**src/design/qft_pkg.sv**
```systemverilog
// ----------------------------------------------------------------------------
// qft_pkg
// Types and character constants shared by the quoted field tokenizer.
// ----------------------------------------------------------------------------
package qft_pkg;

    // Characters with a meaning to the tokenizer
    localparam logic [7:0] CHAR_SPACE  = 8'h20;
    localparam logic [7:0] CHAR_TAB    = 8'h09;
    localparam logic [7:0] CHAR_QUOTE  = 8'h22;
    localparam logic [7:0] CHAR_HASH   = 8'h23;
    localparam logic [7:0] CHAR_BSLASH = 8'h5C;

    // Result kinds
    localparam logic [1:0] KIND_BYTE    = 2'd0;
    localparam logic [1:0] KIND_END     = 2'd1;
    localparam logic [1:0] KIND_VERDICT = 2'd2;

    // Line verdicts
    localparam logic [1:0] STATUS_OK    = 2'd0;
    localparam logic [1:0] STATUS_EMPTY = 2'd1;
    localparam logic [1:0] STATUS_COUNT = 2'd2;

    // Configuration register indexes
    localparam logic CFG_FIELD_COUNT = 1'b0;
    localparam logic CFG_ALLOW_EXTRA = 1'b1;

    // Result queue geometry
    localparam int QUEUE_DEPTH = 4;
    localparam int QUEUE_AW    = 2;
    localparam int QUEUE_CW    = 3;

    typedef struct packed {
        logic [7:0] text_byte;
        logic       line_end;
    } item_t;

    typedef struct packed {
        logic [1:0] result_kind;
        logic [7:0] token_byte;
        logic [1:0] line_status;
        logic [7:0] tokens_in_line;
        logic       last_result;
    } result_t;

endpackage

```
**src/design/quoted_field_tokenizer.sv**
```systemverilog
// ----------------------------------------------------------------------------
// quoted_field_tokenizer
// Splits a byte stream into blank-separated, quote- and escape-aware tokens.
// ----------------------------------------------------------------------------
// Usage:
//   item channel (item_valid/item_ready/item): one text byte per transfer, or
//   an end-of-line marker with item.line_end set.
//   result channel (result_valid/result_ready/result): token bytes, token end
//   marks and one verdict per line; last_result flags the final result that
//   a given item caused.
//   cfg_write/cfg_index/cfg_data set field_count (index 0) and allow_extra
//   (index 1); write them only while the block is idle.
// Timing:
//   An accepted item is decoded in the same cycle against the line state and
//   its results are written into a four-entry result queue, which feeds the
//   result port. One item is taken every cycle while item_ready is high. An end
//   of line that closes a token makes two results, so the queue drains one
//   result behind; item_ready drops while fewer than two queue slots are free.
// Reset:
//   Line state clears, the queue empties, field_count is 1, allow_extra is 0.
//   A stalled result receiver fills the queue and then holds item_ready low.
// ----------------------------------------------------------------------------
module quoted_field_tokenizer
    import qft_pkg::*;
#(
    parameter int MAX_TOKENS = 255
)
(
    input  logic       clk,
    input  logic       rst_n,
    input  logic       item_valid,
    output logic       item_ready,
    input  item_t      item,
    output logic       result_valid,
    input  logic       result_ready,
    output result_t    result,
    input  logic       cfg_write,
    input  logic       cfg_index,
    input  logic [7:0] cfg_data
);

    localparam int         CAP_INT   = (MAX_TOKENS < 255) ? MAX_TOKENS : 255;
    localparam logic [7:0] COUNT_CAP = CAP_INT[7:0];

    // Configuration
    logic [7:0] field_count_reg;
    logic       allow_extra_reg;

    // Line state
    logic       in_quotes_reg,  in_quotes_next;
    logic       tok_open_reg,   tok_open_next;
    logic       escape_reg,     escape_next;
    logic       in_comment_reg, in_comment_next;
    logic       has_bytes_reg,  has_bytes_next;
    logic [7:0] tok_cnt_reg,    tok_cnt_next;

    // Result queue
    result_t             queue_mem [QUEUE_DEPTH];
    logic [QUEUE_AW-1:0] wr_ptr_reg, wr_ptr_next;
    logic [QUEUE_AW-1:0] rd_ptr_reg, rd_ptr_next;
    logic [QUEUE_CW-1:0] count_reg,  count_next;

    logic       accept;
    logic       pop;
    logic [1:0] push_n;
    result_t    res0;
    result_t    res1;
    result_t    verdict;
    logic       blank;
    logic [7:0] cnt_closed;

    assign accept       = item_valid && item_ready;
    assign pop          = result_valid && result_ready;
    assign item_ready   = (count_reg <= QUEUE_CW'(QUEUE_DEPTH - 2));
    assign result_valid = (count_reg != '0);
    assign result       = queue_mem[rd_ptr_reg];

    assign blank = (item.text_byte == CHAR_SPACE) || (item.text_byte == CHAR_TAB);

    // Count after closing the final token of the line, if it holds bytes
    assign cnt_closed = (has_bytes_reg && (tok_cnt_reg < COUNT_CAP))
                        ? tok_cnt_reg + 8'd1 : tok_cnt_reg;

    always_comb
    begin
        verdict                = '0;
        verdict.result_kind    = KIND_VERDICT;
        verdict.tokens_in_line = cnt_closed;
        verdict.last_result    = 1'b1;
        if ((cnt_closed == field_count_reg) ||
            (allow_extra_reg && (cnt_closed > field_count_reg)))
            verdict.line_status = STATUS_OK;
        else if (cnt_closed != 8'd0)
            verdict.line_status = STATUS_COUNT;
        else
            verdict.line_status = STATUS_EMPTY;
    end

    always_comb
    begin
        in_quotes_next  = in_quotes_reg;
        tok_open_next   = tok_open_reg;
        escape_next     = escape_reg;
        in_comment_next = in_comment_reg;
        has_bytes_next  = has_bytes_reg;
        tok_cnt_next    = tok_cnt_reg;
        res0            = '0;
        res1            = '0;
        push_n          = 2'd0;

        if (item.line_end)
        begin
            // Close a nonempty token, then give the verdict and clear the line
            if (has_bytes_reg)
            begin
                res0.result_kind = KIND_END;
                res1             = verdict;
                push_n           = 2'd2;
            end
            else
            begin
                res0   = verdict;
                push_n = 2'd1;
            end
            in_quotes_next  = 1'b0;
            tok_open_next   = 1'b0;
            escape_next     = 1'b0;
            in_comment_next = 1'b0;
            has_bytes_next  = 1'b0;
            tok_cnt_next    = 8'd0;
        end
        else if (!in_comment_reg)
        begin
            if (escape_reg)
            begin
                // Escaped byte joins the token but does not open one
                res0.result_kind = KIND_BYTE;
                res0.token_byte  = item.text_byte;
                res0.last_result = 1'b1;
                push_n           = 2'd1;
                has_bytes_next   = 1'b1;
                escape_next      = 1'b0;
            end
            else if (((!in_quotes_reg && blank) ||
                      (in_quotes_reg && (item.text_byte == CHAR_QUOTE))) && tok_open_reg)
            begin
                res0.result_kind = KIND_END;
                res0.last_result = 1'b1;
                push_n           = 2'd1;
                if (tok_cnt_reg < COUNT_CAP)
                    tok_cnt_next = tok_cnt_reg + 8'd1;
                in_quotes_next = 1'b0;
                tok_open_next  = 1'b0;
                has_bytes_next = 1'b0;
            end
            else if (item.text_byte == CHAR_QUOTE)
            begin
                tok_open_next  = 1'b1;
                in_quotes_next = 1'b1;
            end
            else if (!in_quotes_reg && (item.text_byte == CHAR_HASH))
            begin
                in_comment_next = 1'b1;
            end
            else if (item.text_byte == CHAR_BSLASH)
            begin
                escape_next = 1'b1;
            end
            else if (in_quotes_reg || !blank)
            begin
                tok_open_next    = 1'b1;
                res0.result_kind = KIND_BYTE;
                res0.token_byte  = item.text_byte;
                res0.last_result = 1'b1;
                push_n           = 2'd1;
                has_bytes_next   = 1'b1;
            end
        end
    end

    always_comb
    begin
        wr_ptr_next = wr_ptr_reg;
        rd_ptr_next = rd_ptr_reg;
        count_next  = count_reg;
        if (accept)
        begin
            wr_ptr_next = wr_ptr_reg + QUEUE_AW'(push_n);
            count_next  = count_reg + QUEUE_CW'(push_n);
        end
        if (pop)
        begin
            rd_ptr_next = rd_ptr_reg + QUEUE_AW'(1);
            count_next  = count_next - QUEUE_CW'(1);
        end
    end

    always_ff @(posedge clk or negedge rst_n)
    begin
        if (!rst_n)
        begin
            field_count_reg <= 8'd1;
            allow_extra_reg <= 1'b0;
        end
        else if (cfg_write)
        begin
            case (cfg_index)
                CFG_FIELD_COUNT: field_count_reg <= cfg_data;
                CFG_ALLOW_EXTRA: allow_extra_reg <= cfg_data[0];
                default:         field_count_reg <= field_count_reg;
            endcase
        end
    end

    always_ff @(posedge clk or negedge rst_n)
    begin
        if (!rst_n)
        begin
            in_quotes_reg  <= 1'b0;
            tok_open_reg   <= 1'b0;
            escape_reg     <= 1'b0;
            in_comment_reg <= 1'b0;
            has_bytes_reg  <= 1'b0;
            tok_cnt_reg    <= 8'd0;
        end
        else if (accept)
        begin
            in_quotes_reg  <= in_quotes_next;
            tok_open_reg   <= tok_open_next;
            escape_reg     <= escape_next;
            in_comment_reg <= in_comment_next;
            has_bytes_reg  <= has_bytes_next;
            tok_cnt_reg    <= tok_cnt_next;
        end
    end

    always_ff @(posedge clk or negedge rst_n)
    begin
        if (!rst_n)
        begin
            wr_ptr_reg <= '0;
            rd_ptr_reg <= '0;
            count_reg  <= '0;
        end
        else
        begin
            wr_ptr_reg <= wr_ptr_next;
            rd_ptr_reg <= rd_ptr_next;
            count_reg  <= count_next;
        end
    end

    always_ff @(posedge clk)
    begin
        if (accept && (push_n != 2'd0))
            queue_mem[wr_ptr_reg] <= res0;
        if (accept && (push_n == 2'd2))
            queue_mem[wr_ptr_reg + QUEUE_AW'(1)] <= res1;
    end

`ifndef NO_ASSERTIONS
    a_queue_bound: assert property (@(posedge clk) disable iff (!rst_n)
        count_reg <= QUEUE_CW'(QUEUE_DEPTH))
        else $error("result queue overfilled");

    a_verdict_last: assert property (@(posedge clk) disable iff (!rst_n)
        result_valid && (result.result_kind == KIND_VERDICT) |-> result.last_result)
        else $error("line verdict not flagged as last result");

    a_line_clear: assert property (@(posedge clk) disable iff (!rst_n)
        accept && item.line_end |=> (tok_cnt_reg == 8'd0) && !in_quotes_reg
                                    && !in_comment_reg && !escape_reg)
        else $error("line state not cleared after end of line");

    a_count_cap: assert property (@(posedge clk) disable iff (!rst_n)
        result_valid && (result.result_kind == KIND_VERDICT)
        |-> (result.tokens_in_line <= COUNT_CAP))
        else $error("token count above saturation cap");
`endif

endmodule

```
**config.mk**
```make
export PLATFORM = sky130hd
export DESIGN_NAME = quoted_field_tokenizer
export DESIGN_NICKNAME = d
export VERILOG_FILES = /design/src/design/qft_pkg.sv /design/src/design/quoted_field_tokenizer.sv
export SDC_FILE = /design/constraint.sdc
export NUM_CORES = 1
export LEC_CHECK = 0
export ABC_AREA = 0
export BUFFER_PORTS_ARGS = -buffer_cell sky130_fd_sc_hd__buf_2
export CELL_PAD_IN_SITES_DETAIL_PLACEMENT = 0
export CELL_PAD_IN_SITES_GLOBAL_PLACEMENT = 1
export CORE_UTILIZATION = 35
export CTS_BUF_LIST = sky130_fd_sc_hd__clkbuf_2 sky130_fd_sc_hd__clkbuf_4 sky130_fd_sc_hd__clkbuf_8
export CTS_CLUSTER_DIAMETER = 150
export DETAILED_ROUTE_END_ITERATION = 12
export PLACE_DENSITY_LB_ADDON = 0.1
export SLEW_MARGIN = 20
export SYNTH_ARGS = -nofsm -noshare
export SYNTH_HDL_FRONTEND = slang
export SYNTH_SLANG_ARGS = --single-unit
```
**constraint.sdc**
```tcl
create_clock -name clk -period 3.8 [get_ports clk]
set_input_delay 0.57 -clock clk [delete_from_list [all_inputs] [get_ports clk]]
set_output_delay 0.57 -clock clk [all_outputs]
set_load 0.02 [all_outputs]
```
# Word level (Yosys, flattened, before mapping)

Memory sizes are Yosys's and may differ from the RTL's.
Index checks and enable logic that the tools add are counted.

Memories kept: 1
Word-level logic and storage cells: 143
Bits in registers: 29
Memory bits (writable): 84
Output and inout port bits: 23
Bits of input ports: 23

Reductions and logical operators: 31
Equality and inequality tests: 14
Bitwise logic cells: 1
Multiplexer cells: 76
Add/sub/neg operators: 6
$lt $le $gt $ge: 3

Memory list:

| name      | words | width | read ports | clocked after memory_dff | wr ports | line                         | text |
|---|---|---|---|---|---|---|---|
| queue_mem | 4     | 21    | 1          | 0                        | 2        | quoted_field_tokenizer.sv:58 | `result_t queue_mem [QUEUE_DEPTH];` |

Operators by type and width:

| operator            | count |
|---|---|
| $mux 10             | 7 |
| $mux 8              | 8 |
| $mux 1              | 50 |
| $mux 21             | 2 |
| $eq 8x6->1 const B  | 3 |
| $ne 4x4->1 const B  | 4 |
| $mux 2              | 6 |
| $reduce_and 6->1    | 2 |
| $mux 11             | 1 |
| $logic_and 1x1->1   | 10 |
| $add 8x1->8 const B | 1 |
| $eq 8x4->1 const B  | 1 |
| $eq 8x7->1 const B  | 1 |
| $eq 8x8->1          | 1 |
| $gt 8x8->1          | 1 |
| $lt 8x8->1 const B  | 1 |
| $reduce_bool 4->1   | 2 |
| $reduce_bool 8->1   | 1 |
| $mux 3              | 2 |
| $reduce_and 2->1    | 3 |
| $reduce_bool 2->1   | 3 |
| $reduce_bool 3->1   | 2 |
| $reduce_and 5->1    | 1 |
| $add 2x1->2 const B | 2 |
| 11 further kinds    | 16 |

# Logic depth before layout (Yosys ltp)

Gate-level depths: netlist of run 1.

Depth after elaboration: 16
Mapped depth: 15
Depth with buffers taken out: 13

# Worst setup path before layout of run 1

Ideal clock, no wire load.

Path type: in2reg
Start: in item[1] in the netlist's numbering
End: reg count_reg[1]
Arrival: 2882 ps
Path buffers: 2
Path slack: 839 ps
Stages on the path: 14
Data required time: 3721 ps
Path through: buf_2 -> nor4b_1 -> nand4b_1 -> o211a_1 -> buf_4 -> o21ai_0 -> nand2_1 -> ha_1 -> inv_1 -> fa_1 -> nor2_1 -> a21oi_1 -> ha_1 -> mux2i_1

Cells in the longest elaborated chain, start to end: 16
Elaborated cells between the ends (all ways): 25
Those cells by class: 2 x add/sub; 5 x eq/ne; 10 x mux; 8 x reduce/logical

Ends and longest elaborated chain:

| element                                         | line                          | text |
|---|---|---|
| start, declared                                 | quoted_field_tokenizer.sv:33  | `input item_t item,` |
| $eq 8x6->1 / $eq 8x4->1 (equally long branches) | quoted_field_tokenizer.sv:78  | `assign blank = (item.text_byte == CHAR_SPACE) \|\| (item.text_byte == CHAR_TAB);` |
| $logic_or 1x1->1                                | quoted_field_tokenizer.sv:78  |  |
| $logic_not 1->1                                 | quoted_field_tokenizer.sv:169 | `else if (in_quotes_reg \|\| !blank)` |
| $logic_or 1x1->1                                | quoted_field_tokenizer.sv:169 |  |
| $mux 1                                          | quoted_field_tokenizer.sv:169 |  |
| $mux 1                                          | quoted_field_tokenizer.sv:165 | `else if (item.text_byte == CHAR_BSLASH)` |
| $mux 1                                          | quoted_field_tokenizer.sv:161 | `else if (!in_quotes_reg && (item.text_byte == CHAR_HASH))` |
| $mux 1                                          | quoted_field_tokenizer.sv:156 | `else if (item.text_byte == CHAR_QUOTE)` |
| $mux 1 *                                        | quoted_field_tokenizer.sv:144 | `else if (((!in_quotes_reg && blank) \|\|` |
| $mux 1 *                                        | quoted_field_tokenizer.sv:134 | `if (escape_reg)` |
| $mux 1 *                                        | quoted_field_tokenizer.sv:132 | `else if (!in_comment_reg)` |
| $mux 2 *                                        | quoted_field_tokenizer.sv:111 | `if (item.line_end)` |
| $add 3x2->3 *                                   | quoted_field_tokenizer.sv:189 | `count_next = count_reg + QUEUE_CW'(push_n);` |
| $mux 3 *                                        | quoted_field_tokenizer.sv:186 | `if (accept)` |
| $sub 3x1->3                                     | quoted_field_tokenizer.sv:194 | `count_next = count_next - QUEUE_CW'(1);` |
| $mux 3 *                                        | quoted_field_tokenizer.sv:191 | `if (pop)` |
| via count_next[1]                               | quoted_field_tokenizer.sv:61  | `logic [QUEUE_CW-1:0] count_reg, count_next;` |
| end signal, assigned                            | quoted_field_tokenizer.sv:249 | `count_reg <= count_next;` |
| end, declared                                   | quoted_field_tokenizer.sv:61  |  |

The timed path passes the listed nets; every way through them passes the cells marked *.
A chain may end at the register's enable or synchronous reset.

==> metrics.csv, run 1 <==
metric,value,unit
status,finished clean,
insertion_delay,0.44,ns
power_frac_seq,0.376,
ys.warnings.count,0,
synthesis.nets,631,
p_sw_frac,0.3814,
yosys.area.top_type,edfxtp_1,
use_met1,0.2767,
use_met2,0.2876,
firstDrtPassIters,5,
worstHoldPathType,in2async,
ff2ff_path_depth,13,
dp_hpwl,11070,um
grt_pass1_wl,25830,um
post_drt_wl_per_cell,18.32,um
synth_area,6032,um2
rrSetupSlack,0.48,ns
diodes,0,
via_per_inst,5.231,
hold_violations,0,
max_stage_delay,0.45,ns
root_buffer,clkbuf_8,
synth_async_sr_flop_share,0.2566,
fin_crit_sh,0.8726,
synth_area_leaders,"edfxtp_1 24%, dfxtp_1 12%, dfrtp_1 12%",
cts_buffer_depth,2,
fin_skew,0.01343,ns
largest_reg_flops,84,
regToRegEndpoint,queue_mem[1][10],
port_buffers,45,
grtUsageTotal,0.1925,
setup_viol,0,
netSwitchingPower,1.892,mW
grt_pass1_vias,4624,
hold_buffers,0,
ctsResizeCount,0,
worst_hold_slack,0.1780,ns
layout.nets,679,
synth.distinct_cells,70,
critPathSlowestCell,mux2i_1,
cap_viol_max_count,0,
fill_cells,1653,
use_met3,0.03881,
rsz0062_at_grt,false,
coreArea,16700,um2
drive_gt1_frac,0.2287,
critPathKind,reg2reg,
cts_tree,yes,
avgSynthCellArea,10.14,um2
fmax,301.6,MHz
crit_path_end_kind,flip-flop,
crit_chain,ha_1 -> nand4_2 -> o21a_1 -> mux2i_1 -> inv_1 -> ha_1 -> nor2b_1 -> o21a_1 -> o21a_1 -> o21ai_0 -> buf_4 -> nand3_1 -> nor2_1,
powerDensity,718.3,nW/um2
synthFlopType,edfxtp_1,
final.min_clock_period,3.316,ns
tightest_slew,0.8754,ns
cts_buffers,17,
startpoint_type,flip-flop,
netlist.area_leader.share,0.2390,
grt-busiest-layer,met2,
ctsHtreeMaxLevel,4,
area_delta_synth_final,14.48,%
rr_startpoint,tok_cnt_reg[0],
die_area,17760,um2
syn-instance-count,595,
drc,0,
num_vias,4582,
setup_tns,0,ns
finalMaxSlewViolations,0,
cp.buffers_inverters,2,
critPathMaxFanout,9,
die_h,133.3,um
internal-power,3.068,mW
ys_seq_elements,113,
cp_data_required_time,4.09,ns
postRouteAntennaNets,0,
cp.arrival,3.60,ns
pin_count,46,
path_common_cell,o21a_1,
die_w,133.3,um
clock_power_share,0.233,
initial_utilization,0.3612,
drt-initial-drc-count,305,
post_cts_buffers,0,
antenna_found_initial,0,
relSlewSlack,0.4152,
place_congestion,0.7440,
grt_max_degree,30,
combPwrFrac,0.391,
overflow,0,
clk_pin_slew_worst_paths,0.07,ns
core.rowCount,47,
yosysSeqAreaShare,0.4789,
synth_edf_count,48,
path_delay_family,compound AO/OA/AOI/OAI gates,
wl,16050,um
p_leak,2.713,nW
cts.sinks,113,
vdd_drop_max,0.2917,mV
==> through the flow <==
step	util	instance area, um2	cells	total power, mW	setup WS (ns)
finish	0.4135	6905	876	4.960	0.4842
global route	0.4135	6905	876	5.306	0.2070
CTS	0.4135	6905	876	5.023	0.5056
detailed placement	0.3897	6509	844	3.850	0.5266
global placement	0.3897	6509	844	3.818	0.5552
floorplan	-	6032	595	3.257	0.8387
==> worst reg2reg max path: stages (launching register included) <==
cell     delay [ns]
dfrtp_1        0.38
ha_1           0.30
nand4_2        0.14
o21a_1         0.38
mux2i_1        0.45
inv_1          0.10
ha_1           0.30
nor2b_1        0.13
o21a_1         0.15
o21a_1         0.15
o21ai_0        0.17
buf_4          0.15
nand3_1        0.20
nor2_1         0.15
==> area by class of cell <==
class,count,area (um2),area share
repair buffers,66,382.9,0.05544
well taps,220,275.3,0.03986
multi-input cells,421,2872,0.4158
inverters,24,90.09,0.01305
clock buffers,22,290.3,0.04204
flip-flops and latches,113,2889,0.4184
clock inverters,10,106.4,0.01540
==> layout by cell type, fill, tap and decap left out, drive strengths merged, types with 2 or more instances in the layout <==
| cell type | n |
|---|---|
| a31oi | 4 |
| or2 | 7 |
| bufinv | 2 |
| a22o | 4 |
| and3 | 4 |
| clkbuf | 22 |
| mux4 | 21 |
| buf | 66 |
| edfxtp | 48 |
| o211ai | 3 |
| nand3 | 46 |
| a21o | 3 |
| o21ai | 86 |
| ha | 12 |
| nor2b | 8 |
| and2 | 7 |
| nand2 | 62 |
| xor2 | 5 |
| mux2i | 5 |
| clkinv | 5 |
| or3 | 2 |
| dfxtp | 36 |
| mux2 | 5 |
| and4 | 2 |
| dfrtp | 28 |
| nor3 | 10 |
| o22ai | 2 |
| nand2b | 5 |
| o21a | 6 |
| inv | 27 |
| nand3b | 2 |
| o31ai | 5 |
| xnor2 | 5 |
| a21oi | 21 |
| nand4 | 4 |
| nor4 | 3 |
| nor2 | 55 |
==> routing by layer <==
layer	vias up	part of all wire
li1	2258	-
met1	2214	0.49
met2	100	0.45
met3	10	0.048
met4	0	0.0092
met5	-	0
==> cells by family (layout without fill, tap and decap cells) <==
| group | count (synthesis) | count (layout) | share of synthesized area |
|---|---|---|---|
| AO/OA/AOI/OAI | 143 | 143 | 0.1483 |
| XOR/XNOR | 10 | 10 | 0.01452 |
| adder cells (fa/ha/maj) | 14 | 14 | 0.02987 |
| buffers and inverters | 61 | 122 | 0.04501 |
| flip-flops | 113 | 113 | 0.4789 |
| multiplexers | 31 | 31 | 0.09604 |
| AND/OR/NAND/NOR | 223 | 223 | 0.1873 |
==> how the worst max path moves through the flow <==
| stage | end | slack (ns) | start | cells past startpoint |
|---|---|---|---|---|
| final | queue_mem[1][10] | 0.48 | tok_cnt_reg[0] | 13 |
| after global routing | queue_mem[3][10] | 0.21 | tok_cnt_reg[3] | 12 |
| after CTS | queue_mem[0][10] | 0.51 | tok_cnt_reg[0] | 13 |
| after detailed placement | queue_mem[0][10] | 0.53 | tok_cnt_reg[0] | 13 |
| after global placement | queue_mem[0][10] | 0.56 | tok_cnt_reg[0] | 13 |
| after floorplan | count_reg[1] | 0.84 | item[1] | 14 |
==> power groups by stage <==
stage	Combinational [mW]	Clock, mW	Sequential (mW)
floorplan	1.49	0	1.77
global placement	1.93	0	1.89
detailed placement	1.95	0	1.90
CTS	1.96	1.19	1.87
global route	2.14	1.24	1.92
finish	1.94	1.16	1.87
==> synth_stat cells, types with 3 or more instances <==
master,count
buf_4,4
mux2_2,5
o31ai_1,5
or2_1,4
xor2_1,5
a21o_1,3
o21ai_4,3
a22o_1,4
nor2_1,52
nand2_1,62
o21ai_0,32
nand4_1,3
dfxtp_1,36
ha_1,12
buf_2,10
nand2b_1,5
xnor2_1,5
or2_2,3
and2_1,7
nand3_1,44
nor2b_1,8
nor3_1,8
clkbuf_1,21
o21a_1,6
edfxtp_1,48
mux4_2,21
a21oi_1,17
nor2_2,3
dfrtp_1,28
mux2i_1,5
o21ai_1,51
and3_1,3
a21oi_2,3
a31oi_1,4
inv_1,23
Note: power is estimated with default switching activity, not from simulation.
==> inputs of run 2 (changes only) <==
--- a/config.mk
+++ b/config.mk
@@ -9,7 +9,7 @@
 export BUFFER_PORTS_ARGS = -buffer_cell sky130_fd_sc_hd__buf_2
 export CELL_PAD_IN_SITES_DETAIL_PLACEMENT = 0
 export CELL_PAD_IN_SITES_GLOBAL_PLACEMENT = 1
-export CORE_UTILIZATION = 35
+export CORE_UTILIZATION = 44
 export CTS_BUF_LIST = sky130_fd_sc_hd__clkbuf_2 sky130_fd_sc_hd__clkbuf_4 sky130_fd_sc_hd__clkbuf_8
 export CTS_CLUSTER_DIAMETER = 150
 export DETAILED_ROUTE_END_ITERATION = 12
==> run 2 against run 1 <==
  * Fmax down 3.6%
  * Sequential power up 4%
  * Clock skew up 0.00099 ns
  * Sequential share of layout area is 0.11 points higher
  * Register-to-register slack got worse by 0.13 ns
  * Critical path depth shrank 1
  * Final cell count shrank 5.4%
  * Core utilization rose by 10 points
  * Clock power rose by 11%
  * Non-clock buffer count decreased by 3
==> metrics.csv, run 2 (synthesis results as in run 1) <==
metric,value,unit
port_buffers,45,
cts_tree,yes,
drt-initial-drc-count,379,
mostFrequentLayoutCells,"62 x nand2_1, 52 x nor2_1, 51 x o21ai_1",
diodes,0,
die_h,119.1,um
insertion_delay,0.45,ns
setup_tns,0,ns
worst_slack,0.3586,ns
finalMaxSlewViolations,0,
cp_data_required_time,4.10,ns
use_met1,0.3334,
grt_pass1_vias,4414,
grt_pass1_wl,24220,um
netSwitchingPower,1.874,mW
critPathKind,reg2reg,
critPathMaxFanout,11,
multi_input_comb_area,2875,um2
die_w,119.1,um
ff2ff_path_depth,12,
internal-power,3.209,mW
clk_pin_slew_worst_paths,0.07,ns
fin_crit_sh,0.9056,
rsz0062_at_grt,false,
max_stage_delay,0.55,ns
fmax,290.6,MHz
powerDensity,738.1,nW/um2
hold_violations,0,
cts_buffer_depth,2,
dp_slack,0.3823,ns
status,finished clean,
cts.sinks,113,
fin_skew,0.01441,ns
path_common_cell,o21a_1,
largest_reg_flops,84,
cap_viol_max_count,0,
ctsResizeCount,0,
startpoint_type,flip-flop,
drc,0,
worst_hold_slack,0.1818,ns
power_frac_seq,0.381,
wl,15320,um
layout.nets,676,
cts_buffers,17,
grt-busiest-layer,met2,
area_delta_synth_final,14.17,%
grtUsageTotal,0.2302,
clock_power_share,0.254,
core.rowCount,42,
final.min_clock_period,3.441,ns
die_area,14180,um2
p_sw_frac,0.3686,
crit_chain,ha_1 -> nand4_2 -> o21a_1 -> mux2i_2 -> inv_1 -> ha_1 -> nor2b_1 -> o21a_1 -> o21a_1 -> o21ai_0 -> nand3_1 -> nor2_1,
worstHoldPathType,in2async,
crit_path_end_kind,flip-flop,
seq_area,2889,um2
antenna_found_initial,0,
root_buffer,clkbuf_8,
post_cts_buffers,0,
layout_commonest_cell,nand2_1,
combPwrFrac,0.365,
fin_total_pwr,5.083,mW
drive_gt1_frac,0.2266,
ctsHtreeMaxLevel,4,
post_drt_wl_per_cell,18.48,um
hold_buffers,0,
fill_cells,1217,
num_vias,4624,
firstDrtPassIters,4,
pin_count,46,
use_met3,0.04885,
overflow,0,
dp_hpwl,10720,um
initial_utilization,0.4537,
p_leak,2.720,nW
coreArea,13300,um2
postRouteAntennaNets,0,
critPathSlowestCell,dfrtp_1,
place_congestion,0.8367,
via_per_inst,5.578,
relSlewSlack,0.3434,
use_met2,0.3365,
vdd_drop_max,0.3503,mV
grt_max_degree,30,
tightest_slew,0.9848,ns
setup_viol,0,
cp.arrival,3.74,ns
run 2: through the flow:
stage                     instance area (um2)    util  instances
final                                    6887  0.5180        829
after global routing                     6887  0.5180        829
after CTS                                6883  0.5177        829
after detailed placement                 6431  0.4837        797
after global placement                   6431  0.4837        797
after floorplan                          6032       -        595
run 2: critical path: cells and delay by family, from the launching register on:
kind,cells,cell delay [ns]
buffers and inverters,1,0.09
adders and majority gates,2,0.66
muxes,1,0.32
DFF,1,0.55
and+or+nand+nor,4,0.66
AOI/OAI and AO/OA,4,1.01
run 2: layer usage:
layer  up-vias  routed length, um
li1       2254                  -
met5         -                  0
met4         0                180
met1      2223               7404
met3        15                817
met2       132               6918
run 2: final cells by class:
cell class | instances | area share
flip-flops and latches | 113 | 0.4195
multi-input cells | 421 | 0.4175
repair buffers | 63 | 0.05233
clock buffers | 23 | 0.04324
well taps | 176 | 0.03198
clock inverters | 9 | 0.02235
inverters | 24 | 0.01308
run 2: power groups by stage:
stage / Combinational (mW) / Sequential (mW) / Clock [mW]
floorplan: 1.49 / 1.77 / 0
global placement: 1.82 / 1.95 / 0
detailed placement: 1.86 / 1.97 / 0
CTS: 1.86 / 1.94 / 1.32
global route: 2.03 / 2.00 / 1.37
finish: 1.85 / 1.94 / 1.29
run 2: path summary, 6_finish.rpt:
| check | start | to | slack, ns |
|---|---|---|---|
| worst max-delay path | tok_cnt_reg[1] | queue_mem[3][10] | 0.36 |
| worst min-delay path | rst_n | field_count_reg[4] | 0.18 |
| worst max register to register | tok_cnt_reg[1] | queue_mem[3][10] | 0.36 |
| worst min register to register | queue_mem[2][14] | queue_mem[2][14] | 0.46 |
| max in group asynchronous | rst_n | rd_ptr_reg[0] | 3.15 |
| min in group clk | cfg_data[4] | field_count_reg[4] | 0.33 |
